===== config.mk =====
export PLATFORM = sky130hd
export DESIGN_NAME = dqtg_scale
export DESIGN_NICKNAME = d
export VERILOG_FILES = /design/src/rtl/dual_quadrature_tone_generator_assert.svh /design/src/rtl/dqtg_pkg.sv /design/src/rtl/dqtg_scale.sv
export SDC_FILE = /design/constraint.sdc
export NUM_CORES = 2
export LEC_CHECK = 0
export BUFFER_PORTS_ARGS = -buffer_cell sky130_fd_sc_hd__buf_2
export CAP_MARGIN = 5
export CORE_MARGIN = 1
export CORE_UTILIZATION = 40
export DETAILED_ROUTE_END_ITERATION = 7
export GPL_ROUTABILITY_DRIVEN = 0
export GPL_TIMING_DRIVEN = 0
export PLACE_DENSITY_LB_ADDON = 0.3
export SLEW_MARGIN = 5
export SYNTH_ARGS = -nofsm -noshare
export SYNTH_HDL_FRONTEND = slang
export SYNTH_SLANG_ARGS = --single-unit

===== constraint.sdc =====
create_clock -name i_clk -period 13.9 [get_ports i_clk]
set_input_delay 1.39 -clock i_clk [delete_from_list [all_inputs] [get_ports i_clk]]
set_output_delay 1.39 -clock i_clk [all_outputs]
set_load 0.05 [all_outputs]

===== src/rtl/dual_quadrature_tone_generator_assert.svh =====
// Assertion macros shared by the tone generator RTL.
// Both macros expect i_clk and i_rst_n in scope.
`ifndef DUAL_QUADRATURE_TONE_GENERATOR_ASSERT_SVH
`define DUAL_QUADRATURE_TONE_GENERATOR_ASSERT_SVH

// same-cycle implication
`define DQTG_ASSERT_IMPL(label, ante, cons) \
    label: assert property (@(posedge i_clk) disable iff (!i_rst_n) (ante) |-> (cons)) \
        else $error("assertion failed");

// next-cycle implication
`define DQTG_ASSERT_NEXT(label, ante, cons) \
    label: assert property (@(posedge i_clk) disable iff (!i_rst_n) (ante) |=> (cons)) \
        else $error("assertion failed");

`endif


===== src/rtl/dqtg_pkg.sv =====
`timescale 1ns / 1ps
`default_nettype none

package dqtg_pkg;

    localparam int XY_W    = 20;
    localparam int Z_W     = 33;
    localparam int AMP_W   = 11;
    localparam int TW_W    = 32;
    localparam int THETA_W = 32;

    localparam logic signed [XY_W-1:0] CORDIC_GAIN = 20'sd39797;

    typedef enum logic [1:0] {
        CFG_TW_ONE = 2'd0,
        CFG_TW_TWO = 2'd1,
        CFG_AMP    = 2'd2
    } t_cfg_index;

    typedef struct packed {
        logic signed [XY_W-1:0] x;
        logic signed [XY_W-1:0] y;
        logic signed [Z_W-1:0]  z;
        logic                   flip;
    } t_rot;

    typedef struct packed {
        t_rot one;
        t_rot two;
    } t_cell;

    function automatic logic [THETA_W-1:0] arc_angle(input int unsigned idx);
        case (idx)
            0:       arc_angle = 32'h20000000;
            1:       arc_angle = 32'h12E4051E;
            2:       arc_angle = 32'h09FB385B;
            3:       arc_angle = 32'h051111D4;
            4:       arc_angle = 32'h028B0D43;
            5:       arc_angle = 32'h0145D7E1;
            6:       arc_angle = 32'h00A2F61E;
            7:       arc_angle = 32'h00517C55;
            8:       arc_angle = 32'h0028BE53;
            9:       arc_angle = 32'h00145F2F;
            10:      arc_angle = 32'h000A2F98;
            11:      arc_angle = 32'h000517CC;
            12:      arc_angle = 32'h00028BE6;
            13:      arc_angle = 32'h000145F3;
            14:      arc_angle = 32'h0000A2FA;
            15:      arc_angle = 32'h0000517D;
            16:      arc_angle = 32'h000028BE;
            17:      arc_angle = 32'h0000145F;
            18:      arc_angle = 32'h00000A30;
            19:      arc_angle = 32'h00000518;
            20:      arc_angle = 32'h0000028C;
            21:      arc_angle = 32'h00000146;
            22:      arc_angle = 32'h000000A3;
            23:      arc_angle = 32'h00000051;
            default: arc_angle = '0;
        endcase
    endfunction

    function automatic logic signed [Z_W-1:0] arc_z(input int unsigned idx);
        arc_z = $signed({1'b0, arc_angle(idx)});
    endfunction

endpackage

`default_nettype wire


===== src/rtl/dqtg_scale.sv =====
`timescale 1ns / 1ps
`default_nettype none

module dqtg_scale #(
    parameter int OUT_BITS = 12
) (
    input  wire                          i_clk,
    input  wire                          i_rst_n,
    input  wire                          i_valid,
    output logic                         o_ready,
    input  wire dqtg_pkg::t_cell         i_data,
    input  wire [dqtg_pkg::AMP_W-1:0]    i_amplitude,
    output logic                         o_valid,
    input  wire                          i_ready,
    output logic signed [OUT_BITS-1:0]   o_one_i,
    output logic signed [OUT_BITS-1:0]   o_one_q,
    output logic signed [OUT_BITS-1:0]   o_two_i,
    output logic signed [OUT_BITS-1:0]   o_two_q,
    output logic signed [OUT_BITS:0]     o_diff_i,
    output logic signed [OUT_BITS:0]     o_diff_q
);

    localparam int P_W = dqtg_pkg::XY_W + dqtg_pkg::AMP_W + 1;
    localparam int T_W = P_W - 16;
    localparam int HI  = 2 ** (OUT_BITS - 1) - 1;
    localparam int LO  = -HI - 1;

    logic                        r_a_valid;
    logic signed [P_W-1:0]       r_prod [4];
    logic signed [P_W-1:0]       n_prod [4];
    logic                        r_b_valid;
    logic signed [OUT_BITS-1:0]  n_out  [4];
    logic                        a_ready;
    logic                        b_ready;

    function automatic logic signed [P_W-1:0] mul_amp(
        input logic signed [dqtg_pkg::XY_W-1:0] v,
        input logic                             flip,
        input logic [dqtg_pkg::AMP_W-1:0]       amp
    );
        logic signed [dqtg_pkg::XY_W-1:0] s;
        logic signed [dqtg_pkg::AMP_W:0]  a;
        s = flip ? -v : v;
        a = $signed({1'b0, amp});
        mul_amp = P_W'(s) * P_W'(a);
    endfunction

    // truncate toward zero, then clamp
    function automatic logic signed [OUT_BITS-1:0] sat(input logic signed [P_W-1:0] p);
        logic signed [P_W-1:0] pr;
        logic signed [T_W-1:0] t;
        pr = p + $signed({{(P_W-16){1'b0}}, {16{p[P_W-1]}}});
        t  = pr[P_W-1:16];
        if (t > HI) begin
            sat = OUT_BITS'(HI);
        end else if (t < LO) begin
            sat = OUT_BITS'(LO);
        end else begin
            sat = OUT_BITS'(t);
        end
    endfunction

    always_comb begin
        n_prod[0] = mul_amp(i_data.one.x, i_data.one.flip, i_amplitude);
        n_prod[1] = mul_amp(i_data.one.y, i_data.one.flip, i_amplitude);
        n_prod[2] = mul_amp(i_data.two.x, i_data.two.flip, i_amplitude);
        n_prod[3] = mul_amp(i_data.two.y, i_data.two.flip, i_amplitude);
        for (int k = 0; k < 4; k++) begin
            n_out[k] = sat(r_prod[k]);
        end
    end

    assign b_ready = !r_b_valid || i_ready;
    assign a_ready = !r_a_valid || b_ready;
    assign o_ready = a_ready;
    assign o_valid = r_b_valid;

    always_ff @(posedge i_clk) begin
        if (!i_rst_n) begin
            r_a_valid <= 1'b0;
            r_b_valid <= 1'b0;
        end else begin
            if (a_ready) begin
                r_a_valid <= i_valid;
            end
            if (b_ready) begin
                r_b_valid <= r_a_valid;
            end
        end
    end

    always_ff @(posedge i_clk) begin
        if (i_valid && a_ready) begin
            for (int k = 0; k < 4; k++) begin
                r_prod[k] <= n_prod[k];
            end
        end
        if (r_a_valid && b_ready) begin
            o_one_i  <= n_out[0];
            o_one_q  <= n_out[1];
            o_two_i  <= n_out[2];
            o_two_q  <= n_out[3];
            o_diff_i <= $signed({n_out[2][OUT_BITS-1], n_out[2]})
                      - $signed({n_out[0][OUT_BITS-1], n_out[0]});
            o_diff_q <= $signed({n_out[3][OUT_BITS-1], n_out[3]})
                      - $signed({n_out[1][OUT_BITS-1], n_out[1]});
        end
    end

endmodule

`default_nettype wire


==> summary.txt <==
Logic synthesis
  – Synth Warn #: 0
  – Largest cells by area after synthesis: fa_1 (36%), edfxtp_1 (14%), ha_1 (11%)
  – Cell with the most instances after synthesis: inv_1
  – Area share of the leading cell type in the synthesized netlist: 0.361
  – Syn nets: 6123
  – Mapped Cells: 4808
  – Ys flop type: edfxtp_1
  – Syn_area_per_cell: 9.05 µm²
  – Syn Std Cell Area: 43500 µm²
  – Yosys top cell by area: fa_1
  – Register area share after synthesis: 0.140
  – #FFs+latches synth: 204
  – Top cells by count, synth: inv_1 (1068), fa_1 (784), nand2_1 (674)
  – Async set-reset flop share out of synthesis: 0
  – Synth cell types: 74
  – Number of synthesized flops with an enable pin: 202

Critical path
  – Slowest CP cell: a2111oi_0
  – Buf/Inv on CP: 7
  – CP top delay family: adder cells
  – Worst Setup Path Type: in -> reg
  – Worst path arrival time: 10270 ps
  – Critical path's most frequent cell: fa_1
  – CP Launch Type: primary input
  – CP peak stage delay: 910 ps
  – Required @ worst endpoint: 14190 ps
  – Max Fanout on Critical Path: 10
  – CP Capture Type: register

GRT
  – GR Util met2: 0.358
  – M3 GR Usage: 0.0552
  – Largest net degree at the start of global routing: 55
  – Vias in the first global route: 33200
  – Gr usage total: 0.228
  – Initial antenna violation count: 31
  – Grt ovf: 0
  – Met1 usage: 0.299
  – GR peak layer: met2
  – First-pass GRT wire length: 193 mm

Route
  – Iter 0 DRT Violations: 2255
  – Final wirelength: 123 mm
  – Via/cell ratio: 5.12
  – Post-route antenna net violation count: 0
  – DRC: 0
  – Drt pass-1 iters: 6
  – Via count: 33000
  – DR WL/cell: 19.1 µm

Final layout
  – Fillers: 10600
  – Layout cells sized above 1: 0.0470
  – Footprint of the multi-input gates: 32600 µm²
  – Reg area: 6110 µm²
  – Nets: 6317
  – Area delta synth->final: 8.42%

Clock tree
  – Hold-fix buffers at CTS: 0
  – CTS Buf Count: 26
  – Clk pin slew, worst setup/hold paths: 60 ps
  – CTS Buffer Depth: 3
  – Root Driver: clkbuf_16
  – Clock sinks: 204
  – Post_cts resized: 0
  – Setup bufs post-CTS: 0
  – CTS tree: built
  – H-tree levels: 1
  – Clk Latency, worst-skew pair: 600 ps

Timing
  – Final Max Slew Viols: 0
  – RSZ-0062 raised after global routing: no
  – Setup violators final: 0
  – Worst-Margin Slew: 1440 ps
  – Hold Fails Final Rpt: 0
  – Max frequency: 100 MHz
  – Setup TNS: 0 ps
  – Post-layout min period: 9980 ps
  – Tcrit/Tclk final: 0.718
  – Clock skew: 15.5 ps
  – Slew margin rel.: 0.0426

Job
  – Max_cap viols: 0

Outcome
  – Status: completed

Floorplanning
  – Placeable Area: 108000 µm²
  – I/O pins: 239
  – Die Span X: 332 µm
  – Die Ht: 332 µm
  – Cell Rows: 120
  – Die ar.: 110000 µm²
  – Starting Density: 0.405

Hold path
  – Worst Hold Class: reg -> reg

Place
  – Port Buffers: 161
  – Final HPWL DP: 104 mm
==> cells in the final DEF (no fill, tap or decap), drive strengths merged, types with 8 or more instances in the layout <==
cell type | Yosys | final
xor2 | 70 | 70
o21ai | 157 | 157
xnor2 | 199 | 199
nand2b | 25 | 25
o41ai | 13 | 13
or3 | 21 | 21
nor2 | 129 | 129
o211ai | 8 | 8
ha | 368 | 368
nand2 | 674 | 674
clkbuf | 204 | 232
o21a | 30 | 30
a21o | 53 | 53
a21oi | 127 | 127
nor3 | 30 | 30
nand3 | 42 | 42
fa | 784 | 784
o21bai | 16 | 16
edfxtp | 202 | 202
buf | 3 | 169
inv | 1077 | 1079
or4 | 10 | 10
nor2b | 26 | 26
and2 | 333 | 333
clkinv | 0 | 8
diode | 0 | 19
and3 | 18 | 18
nand4 | 26 | 26
a211oi | 20 | 20
nor4 | 9 | 9
o31ai | 31 | 31
==> layer usage <==
| metal | wire length, µm | share of wire | vias to the layer above |
|---|---|---|---|
| li1 | - | - | 15200 |
| met1 | 51200 | 0.41 | 16500 |
| met2 | 55100 | 0.45 | 1083 |
| met3 | 11200 | 0.091 | 203 |
| met4 | 5730 | 0.046 | 26 |
| met5 | 172 | 0.0014 | - |
==> final timing paths <==
check	startpoint	to	slack, ps	depth (start not counted)
max	i_data[0]	r_prod[2][31]$_DFFE_PP_	3920	25
min	r_a_valid$_SDFFE_PN0N_	o_valid$_SDFFE_PN0P_	530	1
max reg2reg	r_prod[3][31]$_DFFE_PP_	o_diff_q[11]$_DFFE_PP_	7310	20
min reg2reg	r_a_valid$_SDFFE_PN0N_	o_valid$_SDFFE_PN0P_	530	1
==> state kept, by name, summed over array words and instances (netlist names) <==
name,cells
o_valid,1
o_diff_i,13
o_one_i,12
o_one_q,12
o_two_i,12
r_a_valid,1
o_two_q,12
r_prod,128
o_diff_q,13
==> cell type report <==
| type | count | area share |
|---|---|---|
| flip-flops and latches | 204 | 0.129 |
| well taps | 1403 | 0.0372 |
| multi-input cells | 3320 | 0.691 |
| clock inverters | 19 | 0.00592 |
| clock buffers | 28 | 0.0140 |
| inverters | 1077 | 0.0857 |
| diodes | 19 | 0.00101 |
| repair buffers | 166 | 0.0193 |
| plain buffers | 207 | 0.0165 |
==> stage by stage <==
step	cells	hold slack, ps	utilization	area (µm²)	setup slack, ps
5_1_grt	6430	565	0.438	47100	3680
4_1_cts	6424	537	0.438	47100	4260
3_5_place_dp	6377	519	0.430	46200	3630
2_1_floorplan	4808	477	-	43500	5760
3_3_place_gp	6372	495	0.428	46100	3690
6_report	6443	529	0.439	47200	3920
==> kinds of logic (layout without fill, tap and decap cells) <==
group / Yosys count / count (layout) / synth area share
simple gates: 1366 / 1366 / 0.150
other cells: 0 / 19 / 0
flops: 204 / 204 / 0.140
fa+ha+maj: 1152 / 1152 / 0.467
buf+inv: 1284 / 1497 / 0.111
xor+xnor: 269 / 269 / 0.0542
compound gates: 533 / 533 / 0.0784
Power is left out: the tool's default activity adds up to more than one toggle a clock period on the data nets, which glitch-free logic cannot reach.
