===== config.mk =====
export PLATFORM = sky130hd
export DESIGN_NAME = dqtg_cell
export DESIGN_NICKNAME = d
export VERILOG_FILES = /design/src/rtl/dqtg_pkg.sv /design/src/rtl/dqtg_cell.sv
export VERILOG_INCLUDE_DIRS = /design/src /design/src/rtl
export SDC_FILE = /design/constraint.sdc
export NUM_CORES = 1
export LEC_CHECK = 0
export ABC_CLOCK_PERIOD_IN_PS = 8950
export BUFFER_PORTS_ARGS = -buffer_cell sky130_fd_sc_hd__buf_2
export CORE_ASPECT_RATIO = 1.1
export CORE_MARGIN = 8
export CORE_UTILIZATION = 53
export CTS_BUF_LIST = sky130_fd_sc_hd__clkbuf_8
export DETAILED_ROUTE_END_ITERATION = 8
export PLACE_DENSITY_LB_ADDON = 0.3
export SYNTH_ARGS = -nofsm -noshare
export SYNTH_HDL_FRONTEND = slang
export SYNTH_SLANG_ARGS = --single-unit
export TNS_END_PERCENT = 5

===== constraint.sdc =====
create_clock -name i_clk -period 8.95 [get_ports i_clk]
set_input_delay 0 -clock i_clk [delete_from_list [all_inputs] [get_ports i_clk]]
set_output_delay 0 -clock i_clk [all_outputs]
set_load 0.05 [all_outputs]

===== src/rtl/dual_quadrature_tone_generator_assert.svh =====
// Assertion macros shared by the tone generator RTL.
// Both macros expect i_clk and i_rst_n in scope.
`ifndef DUAL_QUADRATURE_TONE_GENERATOR_ASSERT_SVH
`define DUAL_QUADRATURE_TONE_GENERATOR_ASSERT_SVH

// same-cycle implication
`define DQTG_ASSERT_IMPL(label, ante, cons) \
    label: assert property (@(posedge i_clk) disable iff (!i_rst_n) (ante) |-> (cons)) \
        else $error("assertion failed");

// next-cycle implication
`define DQTG_ASSERT_NEXT(label, ante, cons) \
    label: assert property (@(posedge i_clk) disable iff (!i_rst_n) (ante) |=> (cons)) \
        else $error("assertion failed");

`endif


===== src/rtl/dqtg_pkg.sv =====
`timescale 1ns / 1ps
`default_nettype none

package dqtg_pkg;

    localparam int XY_W    = 20;
    localparam int Z_W     = 33;
    localparam int AMP_W   = 11;
    localparam int TW_W    = 32;
    localparam int THETA_W = 32;

    localparam logic signed [XY_W-1:0] CORDIC_GAIN = 20'sd39797;

    typedef enum logic [1:0] {
        CFG_TW_ONE = 2'd0,
        CFG_TW_TWO = 2'd1,
        CFG_AMP    = 2'd2
    } t_cfg_index;

    typedef struct packed {
        logic signed [XY_W-1:0] x;
        logic signed [XY_W-1:0] y;
        logic signed [Z_W-1:0]  z;
        logic                   flip;
    } t_rot;

    typedef struct packed {
        t_rot one;
        t_rot two;
    } t_cell;

    function automatic logic [THETA_W-1:0] arc_angle(input int unsigned idx);
        case (idx)
            0:       arc_angle = 32'h20000000;
            1:       arc_angle = 32'h12E4051E;
            2:       arc_angle = 32'h09FB385B;
            3:       arc_angle = 32'h051111D4;
            4:       arc_angle = 32'h028B0D43;
            5:       arc_angle = 32'h0145D7E1;
            6:       arc_angle = 32'h00A2F61E;
            7:       arc_angle = 32'h00517C55;
            8:       arc_angle = 32'h0028BE53;
            9:       arc_angle = 32'h00145F2F;
            10:      arc_angle = 32'h000A2F98;
            11:      arc_angle = 32'h000517CC;
            12:      arc_angle = 32'h00028BE6;
            13:      arc_angle = 32'h000145F3;
            14:      arc_angle = 32'h0000A2FA;
            15:      arc_angle = 32'h0000517D;
            16:      arc_angle = 32'h000028BE;
            17:      arc_angle = 32'h0000145F;
            18:      arc_angle = 32'h00000A30;
            19:      arc_angle = 32'h00000518;
            20:      arc_angle = 32'h0000028C;
            21:      arc_angle = 32'h00000146;
            22:      arc_angle = 32'h000000A3;
            23:      arc_angle = 32'h00000051;
            default: arc_angle = '0;
        endcase
    endfunction

    function automatic logic signed [Z_W-1:0] arc_z(input int unsigned idx);
        arc_z = $signed({1'b0, arc_angle(idx)});
    endfunction

endpackage

`default_nettype wire


===== src/rtl/dqtg_cell.sv =====
`timescale 1ns / 1ps
`default_nettype none

`include "dual_quadrature_tone_generator_assert.svh"

module dqtg_cell #(
    parameter int STAGE = 0
) (
    input  wire                  i_clk,
    input  wire                  i_rst_n,
    input  wire                  i_valid,
    output logic                 o_ready,
    input  wire dqtg_pkg::t_cell i_data,
    output logic                 o_valid,
    input  wire                  i_ready,
    output dqtg_pkg::t_cell      o_data
);

    localparam logic signed [dqtg_pkg::Z_W-1:0] ARC = dqtg_pkg::arc_z(STAGE);

    logic            r_valid;
    dqtg_pkg::t_cell r_data;
    dqtg_pkg::t_cell n_data;

    function automatic dqtg_pkg::t_rot rotate(input dqtg_pkg::t_rot r);
        logic signed [dqtg_pkg::XY_W-1:0] xs;
        logic signed [dqtg_pkg::XY_W-1:0] ys;
        xs = $signed(r.x) >>> STAGE;
        ys = $signed(r.y) >>> STAGE;
        rotate = r;
        if (!r.z[dqtg_pkg::Z_W-1]) begin
            rotate.x = r.x - ys;
            rotate.y = r.y + xs;
            rotate.z = r.z - ARC;
        end else begin
            rotate.x = r.x + ys;
            rotate.y = r.y - xs;
            rotate.z = r.z + ARC;
        end
    endfunction

    always_comb begin
        n_data.one = rotate(i_data.one);
        n_data.two = rotate(i_data.two);
    end

    assign o_ready = !r_valid || i_ready;
    assign o_valid = r_valid;
    assign o_data  = r_data;

    always_ff @(posedge i_clk) begin
        if (!i_rst_n) begin
            r_valid <= 1'b0;
        end else if (o_ready) begin
            r_valid <= i_valid;
        end
    end

    always_ff @(posedge i_clk) begin
        if (i_valid && o_ready) begin
            r_data <= n_data;
        end
    end

    `DQTG_ASSERT_NEXT(a_stall_hold, r_valid && !i_ready, r_valid && $stable(r_data))

endmodule

`default_nettype wire


==> tab_implementation.tex <==
\begin{tabular}{lr}
\hline
Metric & Value \\
\hline
\multicolumn{2}{l}{\textbf{Timing}} \\
\quad Number of max-slew violations in the final report & 0 \\
\quad Fmax achieved & 0.3535 GHz \\
\quad Slew at the pin with the worst max-slew slack & 1.063 ns \\
\quad Worst-case clock skew & 0.01873 ns \\
\quad Setup Viol. Count Final & 0 \\
\quad Clock period minus final worst setup slack & between 2 and 3 ns \\
\quad Final TNS setup & 0 ns \\
\quad RSZ-0062 raised after global routing & false \\
\quad Worst-case setup margin in the final layout & 6.121 ns \\
\quad Final number of hold-violating endpoints & 0 \\
\quad Relative slew margins & 0.2915 \\
\quad Period utilization & 0.3160 \\
\multicolumn{2}{l}{\textbf{Detailed routing}} \\
\quad Iteration count of the initial detailed-routing pass & 5 \\
\quad Via total after detailed routing & slightly below 10000 \\
\quad Post-route DRC & 0 \\
\quad Routed WL & around 35000 microns \\
\quad Avg Vias per Cell & 5.791 \\
\quad Average wire per standard cell & 20.39 microns \\
\quad Antenna-violating nets left & 0 \\
\quad Iter 0 DRT Violations & 892 \\
\multicolumn{2}{l}{\textbf{GRT}} \\
\quad Maximum number of pins on one net before global-route repair & 80 \\
\quad Wire length of the first global-routing pass & between 50000 and 60000 microns \\
\quad Number of global-route vias before repair & roughly 10000 \\
\quad Global Route Usage Sum & 0.2685 \\
\quad Antenna violations before repair & 5 \\
\quad Final global-route overflow total & 0 \\
\multicolumn{2}{l}{\textbf{Setup path}} \\
\quad Type of element launching the critical path & input pin \\
\quad Worst Path Class, Setup & in -> reg \\
\quad Launch instance of the worst register-to-register path & o\_valid \\
\quad WP data required & $\sim$9 ns \\
\quad Kind of cell adding the most delay to the critical path & compound AO/OA/AOI/OAI gates \\
\quad FF-to-FF path depth & 3 \\
\quad Reg-to-reg slack, setup & 6.43 ns \\
\quad Worst r2r dst & o\_data[16] \\
\quad Slowest-stage cell, CP & sky130\_fd\_sc\_hd\_\_dlygate4sd3\_1 \\
\quad Crit path DAT & 3.03 ns \\
\quad CP Cell Sequence & dlygate4sd3\_1, buf\_2, ha\_1, fa\_1, nor3b\_2, o311ai\_2, nand2\_1, a2111oi\_0, o21bai\_1, o2bb2ai\_1, xnor2\_1 \\
\quad CP Buf/Inv Count & 2 \\
\quad Crit. End Element & flip-flop \\
\quad Critical path fanouts, max & 5 \\
\quad Maximum cell stage delay along the critical path & 0.54 ns \\
\multicolumn{2}{l}{\textbf{CTS}} \\
\quad Count of instances resized after the clock tree is built & 0 \\
\quad Clock tree from TritonCTS & built \\
\quad Number of sinks on the clock net & 147 \\
\quad Quantity of hold-fixing buffers added after cts & 73 \\
\quad Clock slew at reported path FFs & 0.10 ns \\
\quad Post-CTS setup buffer count & 0 \\
\quad Clock root buffer & sky130\_fd\_sc\_hd\_\_clkbuf\_8 \\
\quad Clock buffer count from CTS & 17 \\
\quad Clock H-tree levels & 4 \\
\quad Clk\_lat worst skew & 0.48 ns \\
\quad Largest buffer count on any clock path & 2 \\
\multicolumn{2}{l}{\textbf{Synth}} \\
\quad Post-synthesis register bit count & 147 \\
\quad Count of unique library cells instantiated by Yosys & slightly below 80 \\
\quad Instance count of the mapped netlist & about 1100 \\
\quad Post-synth net total & 1366 \\
\quad Synthesis warning total & 0 \\
\quad Primary flip-flop cell chosen by synthesis mapping & sky130\_fd\_sc\_hd\_\_edfxtp\_1 \\
\quad Mean Syn Cell Area & 9.973 sq um \\
\quad Number of enable flip-flop cells after synthesis & 146 \\
\quad Post-synthesis async set-or-reset flop share & 0 \\
\quad Synthesized cell area & 0.01085 sq mm \\
\quad Register area share after synthesis & 0.4059 \\
\multicolumn{2}{l}{\textbf{Min path}} \\
\quad Depth of the worst hold-timing path & 4 \\
\quad Hold path startpoint & i\_data[108] \\
\quad Class of the tightest hold or removal check & in -> reg \\
\quad Hold path endpoint & o\_data[128] \\
\multicolumn{2}{l}{\textbf{Die}} \\
\quad Die width & about 150 microns \\
\quad Number of placement rows & 55 \\
\quad Core Region & 0.02030 sq mm \\
\quad Die Outline Area & 0.02531 sq mm \\
\quad Starting density of the core & 0.5345 \\
\quad Die height & 166.1 microns \\
\quad Number of top-level pins & 302 \\
\multicolumn{2}{l}{\textbf{Place}} \\
\quad Final Wtd Congestion & 0.9464 \\
\quad Worst setup slack before clock tree synthesis & approximately 6.1 ns \\
\quad IO buf count & around 300 \\
\quad Detailed Place HPWL & 25570 microns \\
\multicolumn{2}{l}{\textbf{Pwr}} \\
\quad Power density over cell area & between 150 and 200 mW/mm\^{}2 \\
\quad Clock group share of total power & 0.241 \\
\quad Standby leakage power & 6.145 nW \\
\quad Worst vdd rail ir drop & 0.00009780 V \\
\quad Internal power & 1.335 mW \\
\quad Switching part of the total power & 0.4185 \\
\quad Part of the total power dissipated in sequential elements & 0.383 \\
\quad Portion of total power attributed to combinational logic & 0.376 \\
\quad Net load switching power & roughly 0.96 mW \\
\multicolumn{2}{l}{\textbf{Cells and area}} \\
\quad Proportion of layout cells with a drive suffix above 1 & 0.2512 \\
\quad Final Net Count & 1714 \\
\quad Area added between synthesis and finish & 25.60\% \\
\multicolumn{2}{l}{\textbf{Outcome}} \\
\quad Outcome & finished, final reports clean \\
\multicolumn{2}{l}{\textbf{Flow run}} \\
\quad Total of max-cap violations & 0 \\
\hline
\end{tabular}
how the worst max path moves through the flow:
stage	startpoint	endpoint	slack [ns]	depth (start not counted)
final	i_data[54]	o_data[50]	6.12	11
after global routing	i_data[54]	o_data[50]	5.97	11
after CTS	i_data[54]	o_data[50]	6.17	11
after detailed placement	i_data[120]	o_data[127]	6.10	10
after global placement	i_data[120]	o_data[127]	6.10	10
after floorplan	o_valid	o_data[0]	4.04	2
cells in the mapped netlist, drive strengths merged (4+ instances only):
library cell,n,share of area
a2111oi,6,0.0077
a211oi,15,0.010
a21o,31,0.022
a21oi,120,0.055
a221oi,7,0.0068
a31o,6,0.0048
a31oi,11,0.0063
and2,7,0.0040
buf,25,0.013
clkbuf,23,0.0080
edfxtp,146,0.40
fa,8,0.015
ha,118,0.14
inv,116,0.040
mux2i,13,0.012
nand2,51,0.018
nand2b,5,0.0029
nand3,12,0.0055
nand3b,6,0.0042
nand4,9,0.0052
nor2,62,0.021
nor2b,21,0.012
nor3,15,0.0074
nor3b,4,0.0037
nor4,7,0.0040
o211ai,16,0.011
o21a,8,0.0055
o21ai,68,0.031
o21bai,12,0.0083
o221ai,4,0.0032
o31a,4,0.0032
o31ai,11,0.0089
or3,7,0.0054
xnor2,62,0.050
xor2,13,0.010
per-stage QoR:
stage | util | power (mW) | area, sq um | hold WS, ns | std cells
2_1_floorplan | - | 1.499 | 10850 | 0.09887 | 1088
6_report | 0.6713 | 2.295 | 13630 | 0.01714 | 1707
3_3_place_gp | 0.6144 | 1.705 | 12470 | 0.1768 | 1600
5_1_grt | 0.6712 | 2.386 | 13630 | 0.01864 | 1706
4_1_cts | 0.6711 | 2.285 | 13620 | 0.003061 | 1705
3_5_place_dp | 0.6144 | 1.713 | 12470 | 0.1782 | 1600
cell families (layout without fill, tap and decap cells):
family,Yosys count,after routing,share of synthesized area
xor+xnor,75,75,0.06054
other cells,0,2,0
fa+ha+maj,126,126,0.1508
simple gates,213,213,0.09813
flops,147,147,0.4059
compound gates,349,349,0.2110
mux,13,13,0.01199
buf+inv,165,526,0.06158
per-layer routing:
| layer | track usage | part of all wire |
|---|---|---|
| met5 | 0 | 0.0012 |
| met4 | 0.1133 | 0.038 |
| met3 | 0.06377 | 0.076 |
| met2 | 0.4871 | 0.51 |
| met1 | 0.2958 | 0.37 |
worst register-to-register path: stages, from the launching register on:
cell and delay [ns]:
sky130_fd_sc_hd__dfxtp_1 0.32, sky130_fd_sc_hd__nand2b_1 0.09, sky130_fd_sc_hd__and2_4 0.84, sky130_fd_sc_hd__buf_4 0.85
layout by cell type, fill, tap and decap left out, types with 11 or more instances in the layout:
| cell | count |
|---|---|
| sky130_fd_sc_hd__inv_1 | 115 |
| sky130_fd_sc_hd__o21ai_0 | 65 |
| sky130_fd_sc_hd__dlygate4sd3_1 | 73 |
| sky130_fd_sc_hd__a21o_1 | 30 |
| sky130_fd_sc_hd__xor2_1 | 13 |
| sky130_fd_sc_hd__edfxtp_1 | 146 |
| sky130_fd_sc_hd__nor2_1 | 62 |
| sky130_fd_sc_hd__buf_2 | 301 |
| sky130_fd_sc_hd__nor3_1 | 14 |
| sky130_fd_sc_hd__mux2i_1 | 13 |
| sky130_fd_sc_hd__o21bai_1 | 12 |
| sky130_fd_sc_hd__nor2b_1 | 21 |
| sky130_fd_sc_hd__a21oi_1 | 120 |
| sky130_fd_sc_hd__o211ai_1 | 16 |
| sky130_fd_sc_hd__nand3_1 | 12 |
| sky130_fd_sc_hd__a211oi_1 | 15 |
| sky130_fd_sc_hd__ha_1 | 118 |
| sky130_fd_sc_hd__nand2_1 | 51 |
| sky130_fd_sc_hd__clkbuf_8 | 17 |
| sky130_fd_sc_hd__a31oi_1 | 11 |
| sky130_fd_sc_hd__xnor2_1 | 62 |
power groups by stage:
| stage | combinational (mW) | clock, mW | sequential (mW) |
|---|---|---|---|
| after floorplan | 0.362 | 0 | 1.14 |
| after global placement | 0.815 | 0 | 0.890 |
| after detailed placement | 0.821 | 0 | 0.891 |
| after CTS | 0.852 | 0.556 | 0.876 |
| after global routing | 0.919 | 0.584 | 0.884 |
| final | 0.863 | 0.554 | 0.879 |
final cells by class:
cell class | count | area [sq um]
fillers | 1632 | 6673
repair buffers | 377 | 2260
well taps | 256 | 320.3
clock inverters | 15 | 185.2
multi-input cells | 776 | 5781
flip-flops and latches | 147 | 4404
inverters | 117 | 439.2
clock buffers | 17 | 234.0
diodes | 2 | 5.005
sequential cells by signal (all words and copies together) (netlist names):
register,count
o_data,146
o_valid,1
No activity file was read; power rests on OpenSTA's default activity.
